$ cat config.mk
export PLATFORM = sky130hd
export DESIGN_NAME = compact_integer_encoder_core
export DESIGN_NICKNAME = d
export VERILOG_FILES = /design/src/hw/rtl/cie_pkg.sv /design/src/hw/rtl/cie_front.sv /design/src/hw/rtl/cie_queue.sv /design/src/hw/rtl/cie_back.sv /design/src/hw/rtl/compact_integer_encoder_core.sv
export SDC_FILE = /design/constraint.sdc
export NUM_CORES = 1
export LEC_CHECK = 0
export ABC_CLOCK_PERIOD_IN_PS = 12850
export BUFFER_PORTS_ARGS = -buffer_cell sky130_fd_sc_hd__buf_2
export CORE_MARGIN = 2
export CORE_UTILIZATION = 45
export DETAILED_ROUTE_END_ITERATION = 10
export HOLD_SLACK_MARGIN = 0.02
export PLACE_DENSITY = 0.72
export SYNTH_ARGS = -nofsm -noshare
export SYNTH_HDL_FRONTEND = slang
export SYNTH_HIERARCHICAL = 1
export SYNTH_SLANG_ARGS = --single-unit
$ cat constraint.sdc
create_clock -name clk -period 12.85 [get_ports clk]
set_clock_uncertainty 0.15 [all_clocks]
set_input_delay 2.57 -clock clk [delete_from_list [all_inputs] [get_ports clk]]
set_output_delay 2.57 -clock clk [all_outputs]
set_load 0.02 [all_outputs]
$ cat src/hw/rtl/cie_pkg.sv
`default_nettype none

package cie_pkg;

    localparam int MAX_BYTES = 9;
    localparam int LEN_W     = 4;
    localparam int BUF_W     = MAX_BYTES * 8;

    // encoded bytes left-aligned: first byte in bits [BUF_W-1 -: 8]
    typedef struct packed {
        logic [BUF_W-1:0] bytes;
        logic [LEN_W-1:0] len;
    } cie_entry_t;

endpackage

`default_nettype wire

$ cat src/hw/rtl/cie_front.sv
`default_nettype none

module cie_front
    import cie_pkg::*;
(
    input  wire logic [63:0] value,
    output cie_entry_t       entry
);

    logic [31:0] lo;
    logic [31:0] hi;
    logic        fits32;
    logic        i1, i2, i3, i4;
    logic        h1, h2, h3, h4;

    assign lo = value[31:0];
    assign hi = value[63:32];

    // a slice whose bits all match means the value fits that many signed bits
    assign fits32 = (&value[63:31]) | ~(|value[63:31]);
    assign i1 = (&lo[31:6])  | ~(|lo[31:6]);
    assign i2 = (&lo[31:13]) | ~(|lo[31:13]);
    assign i3 = (&lo[31:20]) | ~(|lo[31:20]);
    assign i4 = (&lo[31:27]) | ~(|lo[31:27]);
    assign h1 = (&hi[31:2])  | ~(|hi[31:2]);
    assign h2 = (&hi[31:9])  | ~(|hi[31:9]);
    assign h3 = (&hi[31:16]) | ~(|hi[31:16]);
    assign h4 = (&hi[31:23]) | ~(|hi[31:23]);

    always_comb
    begin
        entry.bytes = '0;
        entry.len   = LEN_W'(1);
        if (fits32)
        begin
            if (i1)
            begin
                entry.bytes = {1'b0, lo[6:0], 64'h0};
                entry.len   = LEN_W'(1);
            end
            else if (i2)
            begin
                entry.bytes = {2'b10, lo[13:0], 56'h0};
                entry.len   = LEN_W'(2);
            end
            else if (i3)
            begin
                entry.bytes = {3'b110, lo[20:0], 48'h0};
                entry.len   = LEN_W'(3);
            end
            else if (i4)
            begin
                entry.bytes = {4'b1110, lo[27:0], 40'h0};
                entry.len   = LEN_W'(4);
            end
            else
            begin
                entry.bytes = {5'b11110, {3{lo[31]}}, lo, 32'h0};
                entry.len   = LEN_W'(5);
            end
        end
        else
        begin
            if (h1)
            begin
                entry.bytes = {5'b11110, hi[2:0], lo, 32'h0};
                entry.len   = LEN_W'(5);
            end
            else if (h2)
            begin
                entry.bytes = {6'b111110, hi[9:0], lo, 24'h0};
                entry.len   = LEN_W'(6);
            end
            else if (h3)
            begin
                entry.bytes = {7'b1111110, hi[16:0], lo, 16'h0};
                entry.len   = LEN_W'(7);
            end
            else if (h4)
            begin
                entry.bytes = {8'hFE, hi[23:0], lo, 8'h0};
                entry.len   = LEN_W'(8);
            end
            else
            begin
                entry.bytes = {8'hFF, hi, lo};
                entry.len   = LEN_W'(9);
            end
        end
    end

endmodule

`default_nettype wire

$ cat src/hw/rtl/cie_queue.sv
`default_nettype none

module cie_queue
    import cie_pkg::*;
(
    input  wire logic       clk,
    input  wire logic       rst_n,
    input  wire logic       push,
    input  wire cie_entry_t push_data,
    output logic            full,
    input  wire logic       pop,
    output cie_entry_t      pop_data,
    output logic            not_empty
);

    cie_entry_t  mem [2];
    logic        wr_ptr_reg;
    logic        wr_ptr_next;
    logic        rd_ptr_reg;
    logic        rd_ptr_next;
    logic [1:0]  count_reg;
    logic [1:0]  count_next;

    assign full      = (count_reg == 2'd2);
    assign not_empty = (count_reg != 2'd0);
    assign pop_data  = mem[rd_ptr_reg];

    always_comb
    begin
        wr_ptr_next = wr_ptr_reg ^ push;
        rd_ptr_next = rd_ptr_reg ^ pop;
        count_next  = count_reg + {1'b0, push} - {1'b0, pop};
    end

    always_ff @(posedge clk or negedge rst_n)
    begin
        if (!rst_n)
        begin
            wr_ptr_reg <= 1'b0;
            rd_ptr_reg <= 1'b0;
            count_reg  <= 2'd0;
        end
        else
        begin
            wr_ptr_reg <= wr_ptr_next;
            rd_ptr_reg <= rd_ptr_next;
            count_reg  <= count_next;
        end
    end

    always_ff @(posedge clk)
    begin
        if (push)
        begin
            mem[wr_ptr_reg] <= push_data;
        end
    end

endmodule

`default_nettype wire

$ cat src/hw/rtl/cie_back.sv
`default_nettype none

module cie_back
    import cie_pkg::*;
(
    input  wire logic        clk,
    input  wire logic        rst_n,
    input  wire cie_entry_t  q_data,
    input  wire logic        q_valid,
    output logic             q_pop,
    output logic             m_tvalid,
    input  wire logic        m_tready,
    output logic [7:0]       m_tdata,
    output logic             m_tlast
);

    logic [BUF_W-1:0] sh_reg;
    logic [BUF_W-1:0] sh_next;
    logic [LEN_W-1:0] rem_reg;
    logic [LEN_W-1:0] rem_next;
    logic             active_reg;
    logic             active_next;
    logic             ov_reg;
    logic             ov_next;
    logic [7:0]       obyte_reg;
    logic [7:0]       obyte_next;
    logic             olast_reg;
    logic             olast_next;
    logic             out_free;
    logic             final_byte;

    assign out_free   = !ov_reg || m_tready;
    assign final_byte = (rem_reg == LEN_W'(1));
    assign q_pop      = q_valid && (!active_reg || (out_free && final_byte));

    always_comb
    begin
        sh_next     = sh_reg;
        rem_next    = rem_reg;
        active_next = active_reg;
        ov_next     = ov_reg;
        obyte_next  = obyte_reg;
        olast_next  = olast_reg;
        if (out_free)
        begin
            ov_next    = active_reg;
            obyte_next = sh_reg[BUF_W-1 -: 8];
            olast_next = final_byte;
        end
        if (q_pop)
        begin
            sh_next     = q_data.bytes;
            rem_next    = q_data.len;
            active_next = 1'b1;
        end
        else if (active_reg && out_free)
        begin
            sh_next     = {sh_reg[BUF_W-9:0], 8'h00};
            rem_next    = rem_reg - LEN_W'(1);
            active_next = !final_byte;
        end
    end

    always_ff @(posedge clk or negedge rst_n)
    begin
        if (!rst_n)
        begin
            active_reg <= 1'b0;
            ov_reg     <= 1'b0;
            rem_reg    <= '0;
        end
        else
        begin
            active_reg <= active_next;
            ov_reg     <= ov_next;
            rem_reg    <= rem_next;
        end
    end

    always_ff @(posedge clk)
    begin
        sh_reg    <= sh_next;
        obyte_reg <= obyte_next;
        olast_reg <= olast_next;
    end

    assign m_tvalid = ov_reg;
    assign m_tdata  = obyte_reg;
    assign m_tlast  = olast_reg;

endmodule

`default_nettype wire

$ cat src/hw/rtl/compact_integer_encoder_core.sv
// Compact signed integer encoder.
// Slave channel (s_*): one transaction carries a signed 64-bit value.
// Master channel (m_*): one transaction per encoded byte, most significant
// first; m_tlast marks the final byte of a value's 1..9 byte encoding.
// The front classifies the value and builds the whole encoding in the
// accepting cycle; a two-entry queue holds it until the back serializer
// takes it into its shift register; each byte then passes through the
// output byte register. Throughput: one byte per cycle on the master side
// while m_tready is high; successive values stream without gaps. The
// output byte register is the rate limit.
// When m_tready is low, the output register holds, the serializer waits,
// and the queue keeps accepting until both entries are full, then s_tready
// drops. Reset empties the queue and the serializer and clears m_tvalid.
`default_nettype none

module compact_integer_encoder_core
    import cie_pkg::*;
(
    input  wire logic        clk,
    input  wire logic        rst_n,
    input  wire logic        s_tvalid,
    output logic             s_tready,
    input  wire logic [63:0] s_tdata,   // [63:0] value
    output logic             m_tvalid,
    input  wire logic        m_tready,
    output logic [7:0]       m_tdata,   // [7:0] out_byte
    output logic             m_tlast
);

    cie_entry_t front_entry;
    cie_entry_t q_data;
    logic       q_full;
    logic       q_valid;
    logic       q_pop;
    logic       push;

    assign s_tready = !q_full;
    assign push     = s_tvalid && !q_full;

    cie_front u_front (
        .value (s_tdata),
        .entry (front_entry)
    );

    cie_queue u_queue (
        .clk       (clk),
        .rst_n     (rst_n),
        .push      (push),
        .push_data (front_entry),
        .full      (q_full),
        .pop       (q_pop),
        .pop_data  (q_data),
        .not_empty (q_valid)
    );

    cie_back u_back (
        .clk      (clk),
        .rst_n    (rst_n),
        .q_data   (q_data),
        .q_valid  (q_valid),
        .q_pop    (q_pop),
        .m_tvalid (m_tvalid),
        .m_tready (m_tready),
        .m_tdata  (m_tdata),
        .m_tlast  (m_tlast)
    );

endmodule

`default_nettype wire

==> implementation parameters, run 1 <==
Parameter                              Value

Outcome
  Outcome    complete, no violations

Yosys
  Area of the mapped netlist    13400 µm²
  Part of the Yosys area used for sequential elements    0.541
  Avg Cell Area, Syn    12.3 µm²
  Asr flop ratio synth    0.0412
  Post-synth top area share    0.522
  Number of warnings printed during yosys synthesis    6
  Post-synth top area cell    sky130_fd_sc_hd__edfxtp_1
  Seq cells post-synth    around 240
  Yosys cell types    71
  Primary flip-flop cell chosen by synthesis mapping    sky130_fd_sc_hd__edfxtp_1
  Number of enable-type register cells in the synthesized netlist    233
  Post-Synthesis Cells    ~1100
  Total nets after synthesis    1167
  Largest cells by area after synthesis    sky130_fd_sc_hd__edfxtp_1 52%, sky130_fd_sc_hd__mux2_4 7.6%, sky130_fd_sc_hd__mux2_2 6.2%

Clocking
  Root Buffer    sky130_fd_sc_hd__clkbuf_16
  Bufs on Longest Clock Path    3
  Inserted Clock Buffers    26
  Clock latency on the worst-skew pair    0.55 ns
  Post-CTS Repair Setup Buffers    0
  Clock slew at reported path FFs    0.06 ns
  H-tree depth reported by CTS    1
  Total number of clock tree sinks    243
  Clock tree from TritonCTS    yes
  Post-cts sizing count    0
  Number of buffers added to fix hold violations after cts    0

STA
  Setup-violating endpoint count in the final report    0
  Final Hold Fails    0
  Highest attainable clock frequency    175 MHz
  Max-slew headroom    0.180
  Setup TNS    0 ns
  Post-Route Hold Slack    ~0.27 ns
  Number of max-slew violations in the final report    0
  Min cycle time layout    5.72 ns
  Worst-margin pin slew    approximately 1.2 ns
  RSZ-0062 raised after global routing    false
  Final cycle utilization of the critical path    0.445

Global route
  Initial antenna violation count    1
  Leftover overflow at the end of global routing    0
  Met3 layer usage reported by global route    0.0467
  Wire length of the first global-routing pass    about 55 mm
  Met1 Resource Use GR    0.334
  All-layer global routing usage    0.230
  Met2 Track Usage GR    0.349
  Most congested layer reported by global routing    met2
  Pin count of the biggest net entering global routing    77
  Vias in the first global route    ~9000

Cells and area
  Antenna diode instance count    0
  Total number of nets in the final design    around 1200
  Synthesis-to-finish area growth    9.97%
  Flip-flop count of the largest register, all copies and words added    ~150
  Share of layout cells above drive strength 1    0.284

Min path
  Cell depth of the worst min-delay path    0
  Hold crit path type    flop to flop

Critical path
  Buffers and inverters on the worst path    4
  Capturing element type of the critical path    flop
  Largest incremental delay on the critical path    0.74 ns
  Max stage delay cell, worst path    sky130_fd_sc_hd__a22o_1
  Required time reported for the critical path endpoint    ~13 ns
  Critical path fanouts, max    70
  Cell Chain, Critical Path    buf_2, nor4_1, and3_1, buf_4, a22o_1, inv_2, buf_4, and3_1, o311a_1, o22ai_1
  CP arrival    5.90 ns
  Worst setup path category    primary input to flop
  Cell family contributing the most delay on the critical path    compound AO/OA/AOI/OAI gates
  Critical Path Stages    10
  Worst-case reg-to-reg path depth    6
  CP Launch Type    primary input

Die
  Die area    31200 µm²
  Die X-Extent    177 µm
  Core region area    29500 µm²
  Initial Util    0.454
  Placement Rows    63
  Y dimension of the die    177 µm
  Number of I/O pins    79

Routing
  Starting DRC count in detailed routing    1305
  First-pass DRT Iterations    7
  Avg WL per Cell    24.2 µm
  Wirelength, routed    36.6 mm
  Final routed DRC violation total    0
  Average via count per standard cell    6.41
  Antenna Nets Post-Route    0
  Vias post-DR    9697

Placed design
  Routability-driven placement congestion ratio    between 0.9 and 1
  IO buf count    a little under 80
  Detailed placer's ending HPWL    22.9 mm

Power
  Highest ir drop seen on vdd    85.7 µV
  Leakage dissipation    0.00541 µW
  Power density over cell area    166 nW/µm²

Flow run
  Number of max-cap violations    0
## Yosys cell counts (15+ instances only)
cell type,n
sky130_fd_sc_hd__a21oi_1,44
sky130_fd_sc_hd__and3_1,36
sky130_fd_sc_hd__buf_2,36
sky130_fd_sc_hd__clkbuf_1,55
sky130_fd_sc_hd__edfxtp_1,233
sky130_fd_sc_hd__mux2_2,74
sky130_fd_sc_hd__mux2_4,68
sky130_fd_sc_hd__nand2_1,83
sky130_fd_sc_hd__nand3_1,59
sky130_fd_sc_hd__nor2_1,45
sky130_fd_sc_hd__o211ai_1,37
sky130_fd_sc_hd__o21ai_0,55
sky130_fd_sc_hd__o22ai_1,15
## layout by cell type, fill, tap and decap left out, drive strengths merged, types with 7 or more instances in the layout
cell type and n:
o311a 12, and3 36, nand2 84, buf 96, a2bb2oi 11, o221a 7, a32oi 10, a211oi 12
and2 13, a311o 8, o21ai 67, nand4 10, nor3 13, inv 13, mux2 143, a311oi 8
dfrtp 10, clkinv 10, clkbuf 27, edfxtp 233, nand2b 9, nor2 45, nor4 15, nand3 60
a21oi 44, o22ai 15, o22a 8, o211ai 37
## per-layer routing
| metal | routed length (µm) | part of all wire |
|---|---|---|
| met2 | 16200 | 0.44 |
| met4 | 971 | 0.027 |
| met1 | 15600 | 0.43 |
| met5 | 13 | 0.00036 |
| met3 | 3750 | 0.10 |
## cell type report
cell class | instances | area (µm²)
clock buffers | 27 | 654
repair buffers | 96 | 526
inverters | 12 | 45.0
well taps | 390 | 488
multi-input cells | 723 | 5530
clock inverters | 21 | 231
fillers | 2579 | 14800
flip-flops and latches | 243 | 7250
## worst reg2reg max path, cell delays in order, from the launching register on
cell	delay [ns]
sky130_fd_sc_hd__dfrtp_1	0.33
sky130_fd_sc_hd__nor2b_2	0.19
sky130_fd_sc_hd__inv_1	0.26
sky130_fd_sc_hd__a21bo_2	0.42
sky130_fd_sc_hd__nand2_4	0.47
sky130_fd_sc_hd__buf_4	0.63
sky130_fd_sc_hd__mux2_2	0.46
## cell families after synthesis
family,count (synthesis),share of synthesized area
adders and majority gates,6,0.00561
and+or+nand+nor,301,0.119
buffers and inverters,127,0.0494
muxes,149,0.144
xor gates and xnor gates,2,0.00243
DFF,243,0.541
AOI/OAI and AO/OA,265,0.139
## final timing paths
kind	to	from	slack [ns]
worst max-delay path	u_queue/mem[1][47]	s_tdata[58]	7.13
worst min-delay path	u_back/m_tdata[2]	u_back/sh_reg[66]	0.27
worst min register to register	u_back/m_tdata[2]	u_back/sh_reg[66]	0.27
min in group asynchronous	u_back/rem_reg[1]	rst_n	1.73
max in group asynchronous	u_queue/rd_ptr_reg	rst_n	10.59
worst max register to register	u_back/sh_reg[69]	u_back/m_tvalid	9.66
## power breakdown
group	leakage, µW	total (µW)	internal (µW)	switching [µW]
Combinational	0.00268	534	261	272
Clock	0.000419	764	453	311
Sequential	0.00231	1150	1070	73.1
## through the flow
stage	instances	total power, µW	utilization	instance area (µm²)	setup WS (ns)
3_5_place_dp	1464	1700	0.469	13800	6.78
5_1_grt	1512	2540	0.500	14700	6.96
2_1_floorplan	1093	1570	-	13400	6.40
4_1_cts	1512	2460	0.500	14700	7.28
6_report	1512	2440	0.500	14700	7.13
3_3_place_gp	1464	1680	0.469	13800	6.87
No activity file was read; power rests on OpenSTA's default activity.
==> run 2, diff against run 1 <==
--- a/config.mk
+++ b/config.mk
@@ -5,7 +5,7 @@
 export SDC_FILE = /design/constraint.sdc
 export NUM_CORES = 1
 export LEC_CHECK = 0
-export ABC_CLOCK_PERIOD_IN_PS = 12850
+export ABC_CLOCK_PERIOD_IN_PS = 5800
 export BUFFER_PORTS_ARGS = -buffer_cell sky130_fd_sc_hd__buf_2
 export CORE_MARGIN = 2
 export CORE_UTILIZATION = 45
==> constraint.sdc (replaced) <==
create_clock -name clk -period 5.8 [get_ports clk]
set_clock_uncertainty 0.15 [all_clocks]
set_input_delay 1.16 -clock clk [delete_from_list [all_inputs] [get_ports clk]]
set_output_delay 1.16 -clock clk [all_outputs]
set_load 0.02 [all_outputs]
==> implementation parameters, run 2 (synthesized netlist as in run 1, its figures left out) <==
Parameter                              Value

Outcome
  Outcome    complete, no violations

Power
  Switching power share of the total    0.265 (-0.00355)
  Highest ir drop seen on vdd    212 µV (+150%)
  Power spent charging and discharging nets    1460 µW (+120%)
  Cell-internal power    4050 µW (+130%)
  Sequential fraction of design power    0.463 (-0.006)
  Power density over cell area    372 nW/µm² (+120%)
  Share of power burned in combinational logic    0.218 (about the same)
  Share of total power in the clock network    0.319 (+0.006)
  Leakage dissipation    0.00546 µW (+0.98%)

Critical path
  CP arrival    4.48 ns (-1.42 ns)
  Required time reported for the critical path endpoint    5.98 ns (-7.05 ns)
  Cell family contributing the most delay on the critical path    simple AND/OR/NAND/NOR gates
  Buffers and inverters on the worst path    1 (-3)
  Largest incremental delay on the critical path    1.03 ns (+0.29 ns)
  Worst setup path category    primary input to flop
  Capturing element type of the critical path    flop
  Critical Path Stages    7 (-3)
  Worst-case reg-to-reg path depth    7 (+1)
  Critical path fanouts, max    56 (-20%)
  CP Launch Type    primary input
  Max stage delay cell, worst path    sky130_fd_sc_hd__nand2_2
  Cell Chain, Critical Path    buf_2, nor4_1, and3_1, nand2_1, nand2_2, a2bb2oi_1, o211ai_1

Clocking
  Number of buffers added to fix hold violations after cts    0 (unchanged)
  Clock slew at reported path FFs    0.06 ns (about the same)
  Post-CTS Repair Setup Buffers    0 (unchanged)
  Root Buffer    sky130_fd_sc_hd__clkbuf_16
  Inserted Clock Buffers    28 (+7.7%)
  Clock latency on the worst-skew pair    0.53 ns (-0.02 ns)
  Post-cts sizing count    0 (unchanged)
  Total number of clock tree sinks    243 (unchanged)
  Clock tree from TritonCTS    yes
  Bufs on Longest Clock Path    3 (unchanged)
  H-tree depth reported by CTS    1 (unchanged)

Routing
  Wirelength, routed    37.2 mm (+1.7%)
  Starting DRC count in detailed routing    1410 (+8.0%)
  Vias post-DR    9743 (+0.47%)
  First-pass DRT Iterations    6 (-1)
  Met2 routed WL    16.5 mm (+2.0%)
  Detailed-route wire length on metal 1    15.6 mm (-0.33%)
  Final routed DRC violation total    0 (unchanged)
  Highest routed metal layer    met4
  DR WL met3    4.21 mm (+12%)
  Antenna Nets Post-Route    0 (unchanged)
  Average via count per standard cell    6.41 (about the same)
  Avg WL per Cell    24.5 µm (+1.2%)

STA
  Worst-margin pin slew    1.46 ns (+0.233 ns)
  Min cycle time layout    4.30 ns
  Highest attainable clock frequency    233 MHz
  Setup-violating endpoint count in the final report    0 (unchanged)
  Number of max-slew violations in the final report    0 (unchanged)
  Final Hold Fails    0 (unchanged)
  Setup TNS    0 ns (unchanged)
  Final cycle utilization of the critical path    0.741
  Max-slew headroom    0.0215 (-0.158)
  RSZ-0062 raised after global routing    false

Die
  Placement Rows    63 (unchanged)
  Y dimension of the die    177 µm (unchanged)
  Initial Util    0.454 (unchanged)
  Die area    31200 µm² (unchanged)
  Die X-Extent    177 µm (unchanged)
  Core region area    29500 µm² (unchanged)
  Number of I/O pins    79 (unchanged)

Placed design
  Routability-driven placement congestion ratio    0.971 (-1.7%)
  IO buf count    78 (unchanged)
  Detailed placer's ending HPWL    23.8 mm (+3.7%)

Cells and area
  Area of the multi-input gates    5530 µm² (unchanged)
  Total number of nets in the final design    1182 (+0.51%)
  Most common cell after layout, fill and taps aside    sky130_fd_sc_hd__edfxtp_1
  Flip-flop and latch area    7250 µm² (unchanged)
  Number of fillers in the final layout    2593 (+0.54%)
  Commonest cells after routing, fill and taps aside    233 x sky130_fd_sc_hd__edfxtp_1, 82 x sky130_fd_sc_hd__nand2_1, 78 x sky130_fd_sc_hd__buf_2
  Synthesis-to-finish area growth    10.5%
  Flip-flop count of the largest register, all copies and words added    152 (unchanged)
  Util after Layout    0.502 (+0.00246)
  Share of layout cells above drive strength 1    0.281 (-0.00329)

Global route
  Wire length of the first global-routing pass    56.3 mm (+2.2%)
  Leftover overflow at the end of global routing    0 (unchanged)
  Vias in the first global route    9144 (+1.6%)
  Pin count of the biggest net entering global routing    57 (-26%)
  Initial antenna violation count    2 (+1)
  All-layer global routing usage    0.236 (+0.00578)

Min path
  Cell depth of the worst min-delay path    0 (unchanged)
  Hold crit path type    flop to flop

Flow run
  Number of max-cap violations    0 (unchanged)
-- run 2: final cells by class --
| type | count | area share |
|---|---|---|
| flip-flops and latches | 243 | 0.490 |
| multi-input cells | 723 | 0.374 |
| clock buffers | 34 | 0.0503 |
| repair buffers | 100 | 0.0375 |
| well taps | 390 | 0.0330 |
| clock inverters | 16 | 0.0121 |
| inverters | 12 | 0.00304 |
| diodes | 2 | 0.000338 |
-- run 2: final timing paths --
check | startpoint | to | slack [ns]
min | u_back/sh_reg[71] | u_back/m_tdata[7] | 0.27
max in group asynchronous | rst_n | u_queue/rd_ptr_reg | 4.95
max | s_tdata[58] | u_queue/mem[0][55] | 1.50
min reg2reg | u_back/sh_reg[71] | u_back/m_tdata[7] | 0.27
max reg2reg | u_back/rem_reg[1] | u_back/sh_reg[17] | 2.71
min in group asynchronous | rst_n | u_back/rem_reg[1] | 0.34
-- run 2: power groups by stage --
stage / clock network [µW] / registers, µW / logic, µW
floorplan: 0 / 2500 / 988
global placement: 0 / 2570 / 1170
detailed placement: 0 / 2590 / 1190
CTS: 1780 / 2560 / 1200
global route: 1850 / 2590 / 1280
finish: 1750 / 2550 / 1200
-- run 2: worst reg2reg max path, delay by kind of cell (launching register included) --
family	cells	cell delay (ns)
buf+inv	2	0.65
compound gates	1	0.33
flops	1	0.40
mux	1	0.42
simple gates	2	0.72
fa+ha+maj	1	0.18
-- run 2: per-stage QoR --
stage	area, µm²	hold slack, ns	cells	total power, µW	worst slack, ns
2_1_floorplan	13400	0.250	1093	3490	0.759
3_3_place_gp	13900	0.255	1468	3740	1.25
3_5_place_dp	13900	0.258	1468	3780	1.13
4_1_cts	14800	0.270	1518	5540	1.69
5_1_grt	14800	0.277	1518	5710	1.30
6_report	14800	0.267	1520	5510	1.50
-- run 2: layer usage --
| layer | vias to the layer above | GRT usage |
|---|---|---|
| met4 | 0 | 0.0682 |
| met5 | - | 0 |
| met2 | 685 | 0.357 |
| met3 | 85 | 0.0500 |
| met1 | 4702 | 0.343 |
| li1 | 4271 | - |
==> run 3, diff against run 2 <==
--- a/config.mk
+++ b/config.mk
@@ -5,7 +5,7 @@
 export SDC_FILE = /design/constraint.sdc
 export NUM_CORES = 1
 export LEC_CHECK = 0
-export ABC_CLOCK_PERIOD_IN_PS = 5800
+export ABC_CLOCK_PERIOD_IN_PS = 4200
 export BUFFER_PORTS_ARGS = -buffer_cell sky130_fd_sc_hd__buf_2
 export CORE_MARGIN = 2
 export CORE_UTILIZATION = 45
==> constraint.sdc (replaced) <==
create_clock -name clk -period 4.2 [get_ports clk]
set_clock_uncertainty 0.15 [all_clocks]
set_input_delay 0.84 -clock clk [delete_from_list [all_inputs] [get_ports clk]]
set_output_delay 0.84 -clock clk [all_outputs]
set_load 0.02 [all_outputs]
==> implementation parameters, run 3 (synthesized netlist as in run 1, its figures left out) <==
Parameter                              Value

Outcome
  Outcome    complete, no violations

Clocking
  Bufs on Longest Clock Path    3 (unchanged)
  Number of buffers added to fix hold violations after cts    0 (unchanged)
  Inserted Clock Buffers    26 (-7.1%)
  Clock latency on the worst-skew pair    0.52 ns (about the same)
  Clock slew at reported path FFs    0.06 ns (about the same)
  Root Buffer    sky130_fd_sc_hd__clkbuf_16
  H-tree depth reported by CTS    1 (unchanged)
  Total number of clock tree sinks    243 (unchanged)
  Post-CTS Repair Setup Buffers    0 (unchanged)
  Clock tree from TritonCTS    yes
  Post-cts sizing count    0 (unchanged)

Critical path
  Required time reported for the critical path endpoint    4.26 ns (-1.72 ns)
  Capturing element type of the critical path    flop
  Worst setup path category    primary input to flop
  CP arrival    3.25 ns (-1.23 ns)
  Cell Chain, Critical Path    buf_2, or4_1, mux2i_1, buf_4, nand3_2, o221a_2, a32oi_1, o21ai_1
  Slack of the worst reg-to-reg path    1.40 ns (-1.31 ns)
  CP Launch Type    primary input
  Largest incremental delay on the critical path    0.57 ns (-0.46 ns)
  Buffers and inverters on the worst path    2 (+1)
  Critical path fanouts, max    21 (-63%)
  Max stage delay cell, worst path    sky130_fd_sc_hd__or4_1
  Cell family contributing the most delay on the critical path    simple AND/OR/NAND/NOR gates

Die
  Die area    31200 µm² (unchanged)
  Die X-Extent    177 µm (unchanged)
  Y dimension of the die    177 µm (unchanged)
  Initial Util    0.454 (unchanged)
  Placement Rows    63 (unchanged)
  Core region area    29500 µm² (unchanged)
  Number of I/O pins    79 (unchanged)

STA
  Worst-margin pin slew    1.18 ns (-0.279 ns)
  Setup-violating endpoint count in the final report    0 (unchanged)
  Final cycle utilization of the critical path    0.759
  Final Hold Fails    0 (unchanged)
  Number of max-slew violations in the final report    0 (unchanged)
  Setup TNS    0 ns (unchanged)
  Max-slew headroom    0.208 (+0.187)
  Highest attainable clock frequency    314 MHz
  RSZ-0062 raised after global routing    false
  Min cycle time layout    3.19 ns

Placed design
  Cell total after placement    1476 (+0.54%)
  Detailed placer's ending HPWL    24.0 mm (+1.1%)
  IO buf count    78 (unchanged)
  Routability-driven placement congestion ratio    0.968 (-0.35%)

Cells and area
  Most common cell after layout, fill and taps aside    sky130_fd_sc_hd__edfxtp_1
  Final Non-Filler Cells    1525 (+0.33%)
  Share of layout cells above drive strength 1    0.285 (+0.00380)
  Synthesis-to-finish area growth    10.6% (about the same)
  Flip-flop count of the largest register, all copies and words added    152 (unchanged)
  Number of fillers in the final layout    2582 (-0.42%)
  Commonest cells after routing, fill and taps aside    233 x sky130_fd_sc_hd__edfxtp_1, 82 x sky130_fd_sc_hd__nand2_1, 78 x sky130_fd_sc_hd__buf_2
  Total number of nets in the final design    1188 (+0.51%)

Global route
  Vias in the first global route    9246 (+1.1%)
  Initial antenna violation count    1 (-1)
  Wire length of the first global-routing pass    55.6 mm (-1.1%)
  All-layer global routing usage    0.232 (-0.00437)
  Leftover overflow at the end of global routing    0 (unchanged)
  Pin count of the biggest net entering global routing    45 (-21%)

Routing
  Final routed DRC violation total    0 (unchanged)
  Wirelength, routed    36.7 mm (-1.5%)
  First-pass DRT Iterations    5 (-1)
  Avg WL per Cell    24.0 µm (-1.8%)
  Average via count per standard cell    6.34 (-1.1%)
  Vias post-DR    9668 (-0.77%)
  Starting DRC count in detailed routing    1198 (-15%)
  Antenna Nets Post-Route    0 (unchanged)

Power
  Power density over cell area    495 nW/µm² (+33%)
  Total power    7320 µW (+33%)
  Highest ir drop seen on vdd    325 µV (+53%)
  Leakage dissipation    0.00547 µW (+0.11%)

Min path
  Hold crit path type    primary input to asynchronous set/reset pin

Flow run
  Number of max-cap violations    0 (unchanged)
run 3: metal layers:
layer,vias to the layer above,part of all wire,track usage
met5,-,0,0
met4,0,0.029,0.0720
met3,90,0.094,0.0435
met2,550,0.44,0.351
met1,4748,0.43,0.338
li1,4280,-,-
run 3: final timing paths:
check	startpoint	endpoint	cells past startpoint
min	rst_n	u_queue/rd_ptr_reg	1
min in group clk	u_back/sh_reg[71]	u_back/m_tdata[7]	0
min reg2reg	u_back/sh_reg[71]	u_back/m_tdata[7]	0
max	s_tdata[27]	u_queue/mem[0][64]	8
max reg2reg	u_back/m_tvalid	u_queue/count_reg[1]	9
max in group asynchronous	rst_n	u_queue/rd_ptr_reg	1
run 3: area by class of cell:
cell class,count,area [µm²],area share
antenna,1,2.50,0.000169
clock buffer,33,698,0.0471
clock inverter,15,105,0.00710
inverter,12,45.0,0.00304
multi-input combinational,723,5530,0.373
sequential,243,7250,0.490
tap,390,488,0.0329
timing repair buffer,108,691,0.0466
run 3: report_power, final:
group / switching, µW / internal, µW
logic: 817 / 852
clock network: 904 / 1240
registers: 244 / 3270
total: 1970 / 5360
run 3: worst register-to-register path, delay by kind of cell, from the launching register on:
family          cells  cell delay, ns
simple gates        2            0.45
buf+inv             3            0.67
compound gates      1            0.45
fa+ha+maj           2            0.39
xor+xnor            1            0.21
flops               1            0.37
run 3: metrics by stage:
| stage | setup slack [ns] | area [µm²] | util | hold WS [ns] |
|---|---|---|---|---|
| 2_1_floorplan | 0.690 | 13400 | - | 0.250 |
| 3_3_place_gp | 0.512 | 14000 | 0.475 | 0.254 |
| 3_5_place_dp | 0.510 | 14000 | 0.475 | 0.255 |
| 4_1_cts | 1.04 | 14800 | 0.502 | 0.0204 |
| 5_1_grt | 0.778 | 14800 | 0.502 | 0.0325 |
| 6_report | 1.01 | 14800 | 0.502 | 0.0208 |
